<file path="src/rtl/mhpq_pkg.sv">
package mhpq_pkg;

   // Store geometry
   localparam int CAPACITY = 64;
   localparam int IDX_W    = $clog2(CAPACITY);
   localparam int CNT_W    = $clog2(CAPACITY + 1);
   localparam int CHILD_W  = IDX_W + 1;

   // Field widths
   localparam int KIND_W     = 2;
   localparam int STATUS_W   = 2;
   localparam int PRIO_W     = 16;
   localparam int PAY_W      = 32;
   localparam int OUT_CNT_W  = 7;
   localparam int REQ_DATA_W = 48;
   localparam int RSP_DATA_W = 56;

   // Request kinds
   localparam logic [KIND_W-1:0] KIND_APPEND  = 2'd0;
   localparam logic [KIND_W-1:0] KIND_BUILD   = 2'd1;
   localparam logic [KIND_W-1:0] KIND_EXTRACT = 2'd2;

   // Response status codes
   localparam logic [STATUS_W-1:0] STATUS_OK    = 2'd0;
   localparam logic [STATUS_W-1:0] STATUS_FULL  = 2'd1;
   localparam logic [STATUS_W-1:0] STATUS_EMPTY = 2'd2;

   typedef struct packed {
      logic signed [PRIO_W-1:0] prio;
      logic [PAY_W-1:0]         pay;
   } entry_type;

   // Controller to datapath commands
   typedef struct packed {
      logic latch;          // capture request, clear working result
      logic append;         // store request entry at the end
      logic build_init;     // start parent index at count / 2
      logic build_next;     // step to previous parent and read it
      logic load_cur;       // take read data as the sifting entry
      logic ext_read;       // read root and last entry
      logic ext_take;       // capture root, move last into hole 0
      logic set_empty;      // flag extract from empty heap
      logic read_children;  // read both children of the hole
      logic place;          // write sifting entry into the hole
      logic descend;        // move larger child up, follow it down
      logic load_rsp;       // load the response register
   } cmd_type;

   // Datapath to controller status
   typedef struct packed {
      logic [KIND_W-1:0] kind;
      logic              count_zero;
      logic              bidx_zero;
      logic              has_left;
      logic              child_gt;
   } status_type;

endpackage

</file>
<file path="src/rtl/mhpq_ctrl.sv">
module mhpq_ctrl (
   input  logic                   clock,
   input  logic                   reset,
   input  logic                   req_tvalid,
   output logic                   req_tready,
   output logic                   rsp_tvalid,
   input  logic                   rsp_tready,
   input  mhpq_pkg::status_type   stat,
   output mhpq_pkg::cmd_type      cmd
);
   import mhpq_pkg::*;

   localparam logic [3:0] S_IDLE   = 4'd0;
   localparam logic [3:0] S_DECODE = 4'd1;
   localparam logic [3:0] S_EXT    = 4'd2;
   localparam logic [3:0] S_BCHK   = 4'd3;
   localparam logic [3:0] S_BLOAD  = 4'd4;
   localparam logic [3:0] S_SREAD  = 4'd5;
   localparam logic [3:0] S_SCMP   = 4'd6;
   localparam logic [3:0] S_RESP   = 4'd7;

   logic [3:0] state_ff, state_in;
   logic       rsp_valid_ff, rsp_valid_in;
   logic       rsp_free;
   logic [3:0] sift_done;

   assign req_tready = (state_ff == S_IDLE);
   assign rsp_tvalid = rsp_valid_ff;
   assign rsp_free   = !rsp_valid_ff || rsp_tready;
   // Where a finished sift returns to
   assign sift_done  = (stat.kind == KIND_BUILD) ? S_BCHK : S_RESP;

   // Sequence one request through the datapath
   always_comb begin
      cmd      = '0;
      state_in = state_ff;
      unique case (state_ff)
         S_IDLE: begin
            if (req_tvalid) begin
               cmd.latch = 1'b1;
               state_in  = S_DECODE;
            end
         end
         S_DECODE: begin
            unique case (stat.kind)
               KIND_APPEND: begin
                  cmd.append = 1'b1;
                  state_in   = S_RESP;
               end
               KIND_BUILD: begin
                  cmd.build_init = 1'b1;
                  state_in       = S_BCHK;
               end
               KIND_EXTRACT: begin
                  if (stat.count_zero) begin
                     cmd.set_empty = 1'b1;
                     state_in      = S_RESP;
                  end else begin
                     cmd.ext_read = 1'b1;
                     state_in     = S_EXT;
                  end
               end
               default: state_in = S_RESP;
            endcase
         end
         S_EXT: begin
            cmd.ext_take = 1'b1;
            state_in     = S_SREAD;
         end
         S_BCHK: begin
            if (stat.bidx_zero) begin
               state_in = S_RESP;
            end else begin
               cmd.build_next = 1'b1;
               state_in       = S_BLOAD;
            end
         end
         S_BLOAD: begin
            cmd.load_cur = 1'b1;
            state_in     = S_SREAD;
         end
         S_SREAD: begin
            if (stat.has_left) begin
               cmd.read_children = 1'b1;
               state_in          = S_SCMP;
            end else begin
               cmd.place = 1'b1;
               state_in  = sift_done;
            end
         end
         S_SCMP: begin
            if (stat.child_gt) begin
               cmd.descend = 1'b1;
               state_in    = S_SREAD;
            end else begin
               cmd.place = 1'b1;
               state_in  = sift_done;
            end
         end
         S_RESP: begin
            if (rsp_free) begin
               cmd.load_rsp = 1'b1;
               state_in     = S_IDLE;
            end
         end
         default: state_in = S_IDLE;
      endcase
   end

   // Hold the response until taken
   always_comb begin
      if (cmd.load_rsp) begin
         rsp_valid_in = 1'b1;
      end else if (rsp_tready) begin
         rsp_valid_in = 1'b0;
      end else begin
         rsp_valid_in = rsp_valid_ff;
      end
   end

   always_ff @(posedge clock) begin
      if (reset) begin
         state_ff     <= S_IDLE;
         rsp_valid_ff <= 1'b0;
      end else begin
         state_ff     <= state_in;
         rsp_valid_ff <= rsp_valid_in;
      end
   end

endmodule

</file>
<file path="config.mk">
export PLATFORM = sky130hd
export DESIGN_NAME = mhpq_ctrl
export DESIGN_NICKNAME = d
export VERILOG_FILES = /design/src/rtl/mhpq_pkg.sv /design/src/rtl/mhpq_ctrl.sv
export SDC_FILE = /design/constraint.sdc
export NUM_CORES = 1
export LEC_CHECK = 0
export ABC_AREA = 1
export BUFFER_PORTS_ARGS = -buffer_cell sky130_fd_sc_hd__buf_2
export CAP_MARGIN = 40
export CELL_PAD_IN_SITES_DETAIL_PLACEMENT = 2
export CELL_PAD_IN_SITES_GLOBAL_PLACEMENT = 2
export CORE_ASPECT_RATIO = 0.8
export CORE_MARGIN = 3
export CORE_UTILIZATION = 23
export CTS_BUF_LIST = sky130_fd_sc_hd__clkbuf_8
export DETAILED_ROUTE_END_ITERATION = 12
export HOLD_SLACK_MARGIN = 0.06
export PLACE_DENSITY_LB_ADDON = 0.1
export SLEW_MARGIN = 0
export SYNTH_ARGS = -nofsm -noshare
export SYNTH_HDL_FRONTEND = slang
export SYNTH_SLANG_ARGS = --single-unit
</file>
<file path="constraint.sdc">
create_clock -name clock -period 1.4 [get_ports clock]
set_input_delay 0.21 -clock clock [delete_from_list [all_inputs] [get_ports clock]]
set_output_delay 0.21 -clock clock [all_outputs]
set_load 0.05 [all_outputs]
</file>
==> Yosys cells after proc, flatten, opt, wreduce, memory -nomap -nowiden <==
Cells that the tools add are included.
{ "op_classes": {"eq_ne": 11, "muxes": 35, "reduce_logical": 7} }
{ "op_table": {"columns": ["operator", "count"], "rows": [
  ["$pmux 4 s7", 1],
  ["$mux 1", 24],
  ["$eq 4x3->1 const B", 4],
  ["$mux 3", 4],
  ["$eq 4x2->1 const B", 2],
  ["$mux 4", 2],
  ["$pmux 4 s2", 1],
  ["$eq 4x1->1 const B", 1],
  ["$logic_not 4->1", 1],
  ["$mux 2", 2],
  ["$ne 2x2->1 const B", 2],
  ["$eq 2x1->1 const B", 1],
  ["$eq 2x2->1 const B", 1],
  ["$logic_not 2->1", 1],
  ["$pmux 1 s2", 1],
  ["$reduce_and 2->1", 1],
  ["$reduce_bool 2->1", 1],
  ["$reduce_or 2->1", 1],
  ["$logic_not 1->1", 1],
  ["$logic_or 1x1->1", 1]
]} }
{ "totals": {"ff_bits": 5, "input_bits": 10, "out_inout_bits": 14, "wordCells": 55} }

==> Depth between registers and ports, before layout <==
Gate-level depths: netlist of the first run.
{ "depth": {"depth_word": 5, "mapped_depth": 10, "ltp_nobuf": 9} }

==> Least setup slack after synthesis of the first run <==
No wires, ideal clock.
{ "synth_path": {"path_type": "register to output", "start": "reg state_ff[2]", "end": "out cmd[8] (netlist bit)", "arrival_time_ps": 2013, "setup_slack_ps": -823, "stages_incl_launch_ff": 3, "path_buffers": 1, "cell_sequence": "dfxtp_1 buf_6 nor4_1"} }
{ "synth_rtl": {"columns": ["item", "line", "text"], "rows": [
  ["from (decl)", "mhpq_ctrl.sv:22", "logic [3:0] state_ff, state_in;"],
  ["from (signal assigned)", "mhpq_ctrl.sv:126", "state_ff <= state_in;"],
  ["to (decl)", "mhpq_ctrl.sv:9", "output mhpq_pkg::cmd_type cmd"]
]} }

==> results.cfg, run 1 <==
[synth]
synth_top_cell_by_area = dfxtp_1
synth_nets = 96
ys_types = 22
synth_seq_area_share = 0.1557
syn_inst = 81
yosys_warnings = 0
netlist.area_leader.share = 0.1557
ys_seq_elements = 4
synth_area_leaders = dfxtp_1 16%, ha_1 12%, nor2_1 10%, inv_1 8.8%, nand2_1 7.3%
syn_avg_cell_area_um2 = 6.349
synth_area_um2 = 514.2

[grt]
grt_util_met3 = 0.04233
grt_max_degree = 11
grt_pass1_vias = 624
grt_pass1_wl_mm = 2.904
busiest_layer = met2
met2_usage = 0.2159
antenna_found_initial = 0
grtUsageTotal = 0.1393
grt.met1_usage = 0.1931
overflow = 0

[placed_design]
place.gp.congestion = 0.7456
place_area_um2 = 683.2
dp_hpwl_mm = 1.534
numPlacedInstances = 128
port-buffer-count = 23

[worst_setup_path]
r2r_slack_ps = 230
start_kind = flop
worst-setup-path-type = flop to output port
crit_buf_inv = 2
cp_max_fo = 10
crit_arrival_ps = 1200
cpPeakStageDelay_ps = 390
required_ps = 1190
slowest_stage = dfxtp_4
endpoint_kind = output port
path_cells = buf_4 -> nor2_2 -> nand2_1 -> nor2_2 -> buf_6
worst_path_most_repeated_cell = nor2_2
crit_family = flip-flops

[power]
swShare = 0.4984
clkPwrFrac = 0.213
powerDensity_nw_per_um2 = 1323
p_sw_w = 0.0005802
pwr-share-seq = 0.186
pwr-share-comb = 0.601
power.internal_w = 0.0005839
power_w = 0.001164
irDropWorstVdd_mv = 0.8896
leakagePower_nw = 0.4281

[run_status]
status = complete, but fails checks
violations = negative setup slack

[job]
max_cap_viol_count = 0

[finish]
post_route_cells_drive_above_1_share = 0.5185
antenna_cells = 0
n_fill_cell = 237
final_area_um2 = 879.6
fin_nets = 125
fin_cells = 132
final_util = 0.4405
syn2layout_area_growth_pct = 71.05

[routing]
vias_per_cell = 4.750
route.vias.total = 627
post-route-drc-count = 0
ant_nets = 0
drt-total-wl_mm = 1.967
drtIter0Drc = 3
avgRoutedWirePerCell_um = 14.90
drt_pass1_iterations = 3

[min_path]
hold_path.class = input port to flop

[die]
die_y_um = 48.29
start_util = 0.2575
core_um2 = 1997
ios = 24
die_w_um = 58.87
rows = 14
dieArea_um2 = 2843

[clock_tree]
cts_tree = built
cts_hold_buf = 0
ctsLongestPathBuffers = 2
clock_insertion_delay_worst_skew_ps = 220
root_buffer = clkbuf_8
cts_buffers = 3
htreeDepth = 1
clk_pin_slew_ps = 30
clock_sinks = 4

[timing]
hold_viol = 0
fmax_mhz = 708.9
period_needed_ps = 1411
worstMarginPinSlew_ps = 295.8
setup_violations = 1
max_slew_margin = 0.8021
fin_skew_ps = 0.6689
final.setup.worst_slack_ps = -10.60
period_share = 1.008
drv_slew = 0
rsz0062_at_grt = yes
-- synthesized netlist by cell type, drive strengths merged --
master  number
o21a         1
o21ai        2
nand4        4
nor4         1
ha           5
a31oi        1
a21oi        2
buf          4
dfxtp        4
nand3        7
nor2        17
inv         17
nand2       12
o21bai       1
nor3         3
-- final cells by class --
type	instances	area (µm²)	area share
timing repair buffer	28	237.7	0.2703
multi-input combinational	56	402.9	0.4580
clock buffer	3	41.29	0.04694
inverter	17	76.32	0.08677
sequential	4	91.34	0.1038
tap	24	30.03	0.03414
-- metal layers --
metal / routed length (µm) / share of wire
met1: 944 / 0.48
met2: 933 / 0.47
met3: 79 / 0.040
met4: 9 / 0.0046
met5: 0 / 0
-- final timing paths --
| check | end | depth (start not counted) | startpoint |
|---|---|---|---|
| worst max register to register | state_ff[2]$_SDFFE_PP0P_ | 9 | state_ff[1]$_SDFFE_PP0P_ |
| worst max-delay path | cmd[6] | 5 | state_ff[2]$_SDFFE_PP0P_ |
| worst min register to register | state_ff[0]$_SDFFE_PP0P_ | 2 | state_ff[0]$_SDFFE_PP0P_ |
| worst min-delay path | state_ff[0]$_SDFFE_PP0P_ | 2 | reset |
-- logic make-up (layout without fill, tap and decap cells) --
family	count (synthesis)	after routing	synth area share
and+or+nand+nor	44	44	0.4233
buffers and inverters	21	48	0.2190
AOI/OAI and AO/OA	7	7	0.08031
adders and majority gates	5	5	0.1217
DFF	4	4	0.1557
-- per-stage QoR --
step	TNS (ps)	setup slack, ps	hold slack, ps
after CTS	-46.71	-24.80	169.1
final	-10.60	-10.60	174.3
after detailed placement	-5.526	-5.526	415.3
after floorplan	-285.6	-249.6	279.1
after global placement	0	54.90	410.7
after global routing	-210.9	-51.63	183.4
-- power groups by stage --
stage                     Sequential (W)  Combinational, W  Clock (W)
after detailed placement        0.000197          0.000567          0
after CTS                       0.000209          0.000615   0.000258
final                           0.000216          0.000700   0.000248
after global routing            0.000221          0.000748   0.000264
after floorplan                 0.000153          0.000484          0
after global placement          0.000194          0.000557          0
-- cell usage in the layout (no fill, tap or decap), drive strengths merged, types with 2 or more instances in the layout --
| cell type | count |
|---|---|
| dfxtp | 4 |
| o21ai | 2 |
| nor2 | 17 |
| buf | 28 |
| a21oi | 2 |
| nand2 | 12 |
| nor3 | 3 |
| nand3 | 7 |
| inv | 17 |
| nand4 | 4 |
| clkbuf | 3 |
| ha | 5 |
-- flip-flops by register name, indices dropped and copies added, names as in the netlist --
name,flops
state_ff,3
rsp_tvalid,1
-- timing repair --
action,4_1_cts,5_1_grt
pin swaps,0,2
gates resized for setup,23,21
buffers inserted,0,1
endpoints found under the setup margin,13,11
gates cloned,0,0
Note: power is estimated with default switching activity, not from simulation.
==> inputs of run 2 (changes only) <==
PLACE_DENSITY_LB_ADDON = 0.15   (was 0.1)
==> run 2 against run 1 <==
The flow still finishes with violations (negative setup slack). Sequential cell count unchanged. Highest routed layer unchanged. Critical path depth unchanged. Sequential share of layout area decreased by 0.68 points. Combinational power increased by 14%. Worst hold slack improved by 5.6 ps. Largest power group unchanged. Cell count increased by 3.8%. Global-route usage increased by 1.9 points. Non-clock buffer count increased by 5.
==> results.cfg, run 2 (synthesis results as in run 1) <==
[run_status]
status = complete, but fails checks
violations = negative setup slack

[power]
pwr-share-seq = 0.158
irDropWorstVdd_mv = 0.8153
pwr-share-comb = 0.643
p_sw_w = 0.0006128
powerDensity_nw_per_um2 = 1351
power.internal_w = 0.0006244
leakagePower_nw = 0.4497
swShare = 0.4953
clkPwrFrac = 0.199

[grt]
grtUsageTotal = 0.1584
grt_pass1_wl_mm = 3.256
overflow = 0
grt_pass1_vias = 710
grt_max_degree = 8
antenna_found_initial = 0

[placed_design]
place_area_um2 = 705.7
port-buffer-count = 23
place_ws_ps = 14.23
place.gp.congestion = 0.7533
dp_hpwl_mm = 1.610

[routing]
drt-total-wl_mm = 2.238
avgRoutedWirePerCell_um = 16.34
route.vias.total = 637
ant_nets = 0
post-route-drc-count = 0
drtIter0Drc = 6
drt_pass1_iterations = 2
vias_per_cell = 4.650

[die]
ios = 24
rows = 14
dieArea_um2 = 2843
die_y_um = 48.29
die_w_um = 58.87
core_um2 = 1997
start_util = 0.2575

[timing]
hold_viol = 0
setup_violations = 4
rsz0062_at_grt = yes
period_needed_ps = 1435
period_share = 1.025
fmax_mhz = 696.9
fin_skew_ps = 4.061
final.setup.worst_slack_ps = -34.84
max_slew_margin = 0.8386
worstMarginPinSlew_ps = 240.3
drv_slew = 0

[finish]
mostFrequentLayoutCells = 12 x inv_1, 12 x buf_6, 11 x buf_4
post_route_cells_drive_above_1_share = 0.5575
syn2layout_area_growth_pct = 78.10
top_register = state_ff
antenna_cells = 0
final_util = 0.4586
n_fill_cell = 243
fin_nets = 130
largest_reg_flops = 3
final_area_um2 = 915.9

[job]
max_cap_viol_count = 0

[worst_setup_path]
worst-setup-path-type = flop to output port
start_kind = flop
worst_r2r_startpoint = state_ff[1]$_SDFFE_PP0P_
cpPeakStageDelay_ps = 370
cp_max_fo = 5
critPathLaunch = state_ff[1]$_SDFFE_PP0P_
crit_arrival_ps = 1220
slowest_stage = dfxtp_4
worst_path_most_repeated_cell = buf_6
path_cells = buf_6 -> nor2_4 -> inv_4 -> nor3_4 -> buf_6
crit_family = buffers and inverters
endpoint_kind = output port
crit_buf_inv = 3
required_ps = 1190

[clock_tree]
cts_buffers = 3
clock_sinks = 4
ctsLongestPathBuffers = 2
root_buffer = clkbuf_8
clk_pin_slew_ps = 30
clock_insertion_delay_worst_skew_ps = 220
htreeDepth = 1
cts_tree = built

[min_path]
min-delay-start = reset
hold_path.class = input port to flop
-- run 2: cell types whose count changed in the layout (fill, tap and decap cells not counted), moves of 2 or more --
cell    change
nor2_1      -2
buf_6       +2
buf_4       +5
inv_4       +2
buf_8       -2
-- run 2: per-stage QoR --
| step | setup TNS, ps | total power [W] | instances | hold WS [ps] |
|---|---|---|---|---|
| 6_report | -88.59 | 0.001237 | 137 | 179.9 |
| 3_3_place_gp | 0 | 0.0007790 | 131 | 407.6 |
| 5_1_grt | -335.3 | 0.001310 | 137 | 197.2 |
| 2_1_floorplan | -285.6 | 0.0006377 | 81 | 279.1 |
| 3_5_place_dp | 0 | 0.0007950 | 131 | 407.8 |
| 4_1_cts | -57.43 | 0.001133 | 134 | 173.4 |
-- run 2: path summary, 6_finish.rpt --
check                        endpoint  slack, ps  cells after the start
max reg2reg  state_ff[2]$_SDFFE_PP0P_        100                      8
min          state_ff[0]$_SDFFE_PP0P_        180                      2
min reg2reg  state_ff[0]$_SDFFE_PP0P_        650                      2
max                           cmd[11]        -30                      5
-- run 2: metal layers --
layer  vias to the layer above  GRT usage  part of all wire
li1                        319          -                 -
met1                       294     0.1984              0.45
met2                        21     0.2907              0.51
met3                         3    0.03175             0.038
met4                         0    0.02715            0.0054
met5                         -          0                 0
-- run 2: power groups by stage --
stage | Sequential [W] | Combinational, W | Clock [W]
6_report | 0.000195 | 0.000796 | 0.000246
5_1_grt | 0.000199 | 0.000851 | 0.000259
4_1_cts | 0.000193 | 0.000690 | 0.000249
3_5_place_dp | 0.000183 | 0.000612 | 0
3_3_place_gp | 0.000178 | 0.000601 | 0
2_1_floorplan | 0.000153 | 0.000484 | 0
-- run 2: final cells by class --
class	instances	area, µm²	share of cell area
multi-input cells	56	411.6	0.4495
clock buffers	3	41.29	0.04508
well taps	24	30.03	0.03279
inverters	17	76.32	0.08333
repair buffers	33	267.8	0.2924
flip-flops and latches	4	88.84	0.09699
-- run 2: timing repair --
action                     CTS  global route
pin swaps                    0             3
buffers inserted             0             3
setup endpoints to repair   14            12
hold buffers                 0             0
resized for setup           26            17
==> inputs of run 3 (changes only) <==
ABC_AREA = not set   (was 1)
CORE_UTILIZATION = 24   (was 23)
==> run 3 against run 2 <==
Die area down 11%. The flow still finishes with violations (negative setup slack). Combinational power down 23%. Utilization rose by 8.2 points. Via count is 5.5% lower. Largest cell class unchanged. Synthesized area down 9.0%.
==> results.cfg, run 3 <==
[timing]
whs_ps = 228.1
max_slew_margin = 0.7835
drv_slew = 0
hold_viol = 0
fin_skew_ps = 4.309
period_needed_ps = 1498
fin_tns_setup_ps = -519.6
fmax_mhz = 667.4
setup_violations = 9
rsz0062_at_grt = yes
worstMarginPinSlew_ps = 319.8
final.setup.worst_slack_ps = -98.32
period_share = 1.070

[clock_tree]
htreeDepth = 1
clock_sinks = 4
cts_buffers = 3
cts_hold_buf = 0
root_buffer = clkbuf_8
clk_pin_slew_ps = 30
cts_tree = built
ctsLongestPathBuffers = 2
clock_insertion_delay_worst_skew_ps = 220

[routing]
route.met3.wl_um = 92
drt-total-wl_mm = 2.420
vias_per_cell = 5.102
post-route-drc-count = 0
ant_nets = 0
m1WireLength_um = 939
avgRoutedWirePerCell_um = 20.51
dr.max_layer_used = met4
wl_met2_mm = 1.368
route.vias.total = 602
drtIter0Drc = 15
drt_pass1_iterations = 4

[synth]
ys_seq_elements = 4
synth_most_common_cell = nand2b_1
syn_avg_cell_area_um2 = 7.799
ys.flop_type = dfxtp_1
ys_types = 32
synth_seq_area_share = 0.1711
syn_inst = 60
synth_nets = 75
netlist.area_leader.share = 0.1711
synth_top_cell_by_area = dfxtp_1
async_flop_share = 0
synth_edf_count = 0
yosys_warnings = 0
synth_area_leaders = dfxtp_1 17%, ha_1 13%, nand2b_1 9.4%, and2_1 5.3%, nor2_1 4.0%
synth_area_um2 = 467.9
netlist_top_cells_count = 7 x nand2b_1, 5 x ha_1, 5 x nor2_1

[die]
dieArea_um2 = 2519
start_util = 0.2714
core_um2 = 1724
die_y_um = 45.50
rows = 13
die_w_um = 55.37
ios = 24

[worst_setup_path]
worst-setup-path-type = flop to output port
cpPeakStageDelay_ps = 330
crit_buf_inv = 2
crit_arrival_ps = 1290
required_ps = 1190
crit_family = flip-flops
r2r_slack_ps = 0
cp_max_fo = 3
path_cells = buf_6 -> nand2b_4 -> o22ai_4 -> and2_4 -> buf_8
start_kind = flop
endpoint_kind = output port
slowest_stage = dfxtp_2

[power]
power_w = 0.001033
leakagePower_nw = 0.4203
irDropWorstVdd_mv = 0.8135
powerDensity_nw_per_um2 = 1108

[run_status]
violations = negative setup slack
status = complete, but fails checks

[placed_design]
dp_hpwl_mm = 1.366
place.gp.congestion = 0.7487
port-buffer-count = 23

[finish]
fin_nets = 113
syn2layout_area_growth_pct = 99.20
antenna_cells = 0
final_common_cell = buf_4
mostFrequentLayoutCells = 11 x buf_4, 10 x buf_2, 10 x buf_6
top_register = state_ff
post_route_cells_drive_above_1_share = 0.6146
n_fill_cell = 187
largest_reg_flops = 3

[grt]
grt_pass1_wl_mm = 3.381
grt_pass1_vias = 662
grtUsageTotal = 0.1786
overflow = 0
antenna_found_initial = 0
grt_max_degree = 12

[job]
max_cap_viol_count = 0

[min_path]
hold_path.class = input port to flop
[run 3: cell types whose count changed after synthesis, moves of 6 or more]
cell      before  now
nand2_1       10    3
inv_1         12    3
nand3_1        7    1
nor2_1        14    5
nand2b_1       0    7
[run 3: kinds of logic (layout without fill, tap and decap cells)]
group | count (synthesis) | after routing | synth area share
mux | 1 | 1 | 0.02139
buf+inv | 7 | 43 | 0.08556
flops | 4 | 4 | 0.1711
simple gates | 32 | 32 | 0.4225
fa+ha+maj | 5 | 5 | 0.1337
compound gates | 11 | 11 | 0.1658
[run 3: where the power goes]
group / total, W / internal (W) / switching (W)
Combinational: 0.000612 / 0.000277 / 0.000335
Sequential: 0.000167 / 0.000135 / 0.0000316
Clock: 0.000254 / 0.000184 / 0.0000700
Total: 0.00103 / 0.000597 / 0.000436
[run 3: cell type report]
cell class	instances	area (µm²)	area share
repair buffers	37	327.8	0.3517
inverters	3	11.26	0.01208
flip-flops and latches	4	88.84	0.09530
well taps	22	27.53	0.02953
multi-input cells	49	435.4	0.4671
clock buffers	3	41.29	0.04430
[run 3: per-layer routing]
layer  track usage  vias to the layer above
met4       0.04369                        0
met1        0.1792                      298
met5             0                        -
li1              -                      280
met2        0.3915                       21
met3       0.02550                        3
[run 3: worst register-to-register path: stages, from the launching register on]
cell and delay [ps]:
dfxtp_4 390, buf_4 150, nand2b_1 150, o21ai_0 100, o311ai_1 310, a21oi_1 160
[run 3: worst paths after layout]
check                                         startpoint                        to  depth (start not counted)
worst max-delay path            state_ff[0]$_SDFFE_PP0P_                    cmd[2]                          5
worst min-delay path                               reset  state_ff[2]$_SDFFE_PP0P_                          2
worst max register to register  state_ff[1]$_SDFFE_PP0P_  state_ff[0]$_SDFFE_PP0P_                          5
worst min register to register   rsp_tvalid$_SDFFE_PP0P_   rsp_tvalid$_SDFFE_PP0P_                          2
[run 3: per-stage QoR]
step | cell area (µm²) | setup WS [ps] | std cells | utilization
floorplan | 508.0 | -161.6 | 60 | -
global placement | 681.9 | 16.84 | 109 | 0.3955
detailed placement | 681.9 | 29.32 | 109 | 0.3955
CTS | 845.8 | -62.52 | 116 | 0.4906
global route | 932.1 | -146.3 | 118 | 0.5406
finish | 932.1 | -98.32 | 118 | 0.5406
[run 3: repair_timing]
| item | in CTS | in global routing |
|---|---|---|
| resized for setup | 28 | 23 |
| endpoints found under the setup margin | 13 | 13 |
| pin swaps | 5 | 7 |
| setup buffers | 4 | 2 |
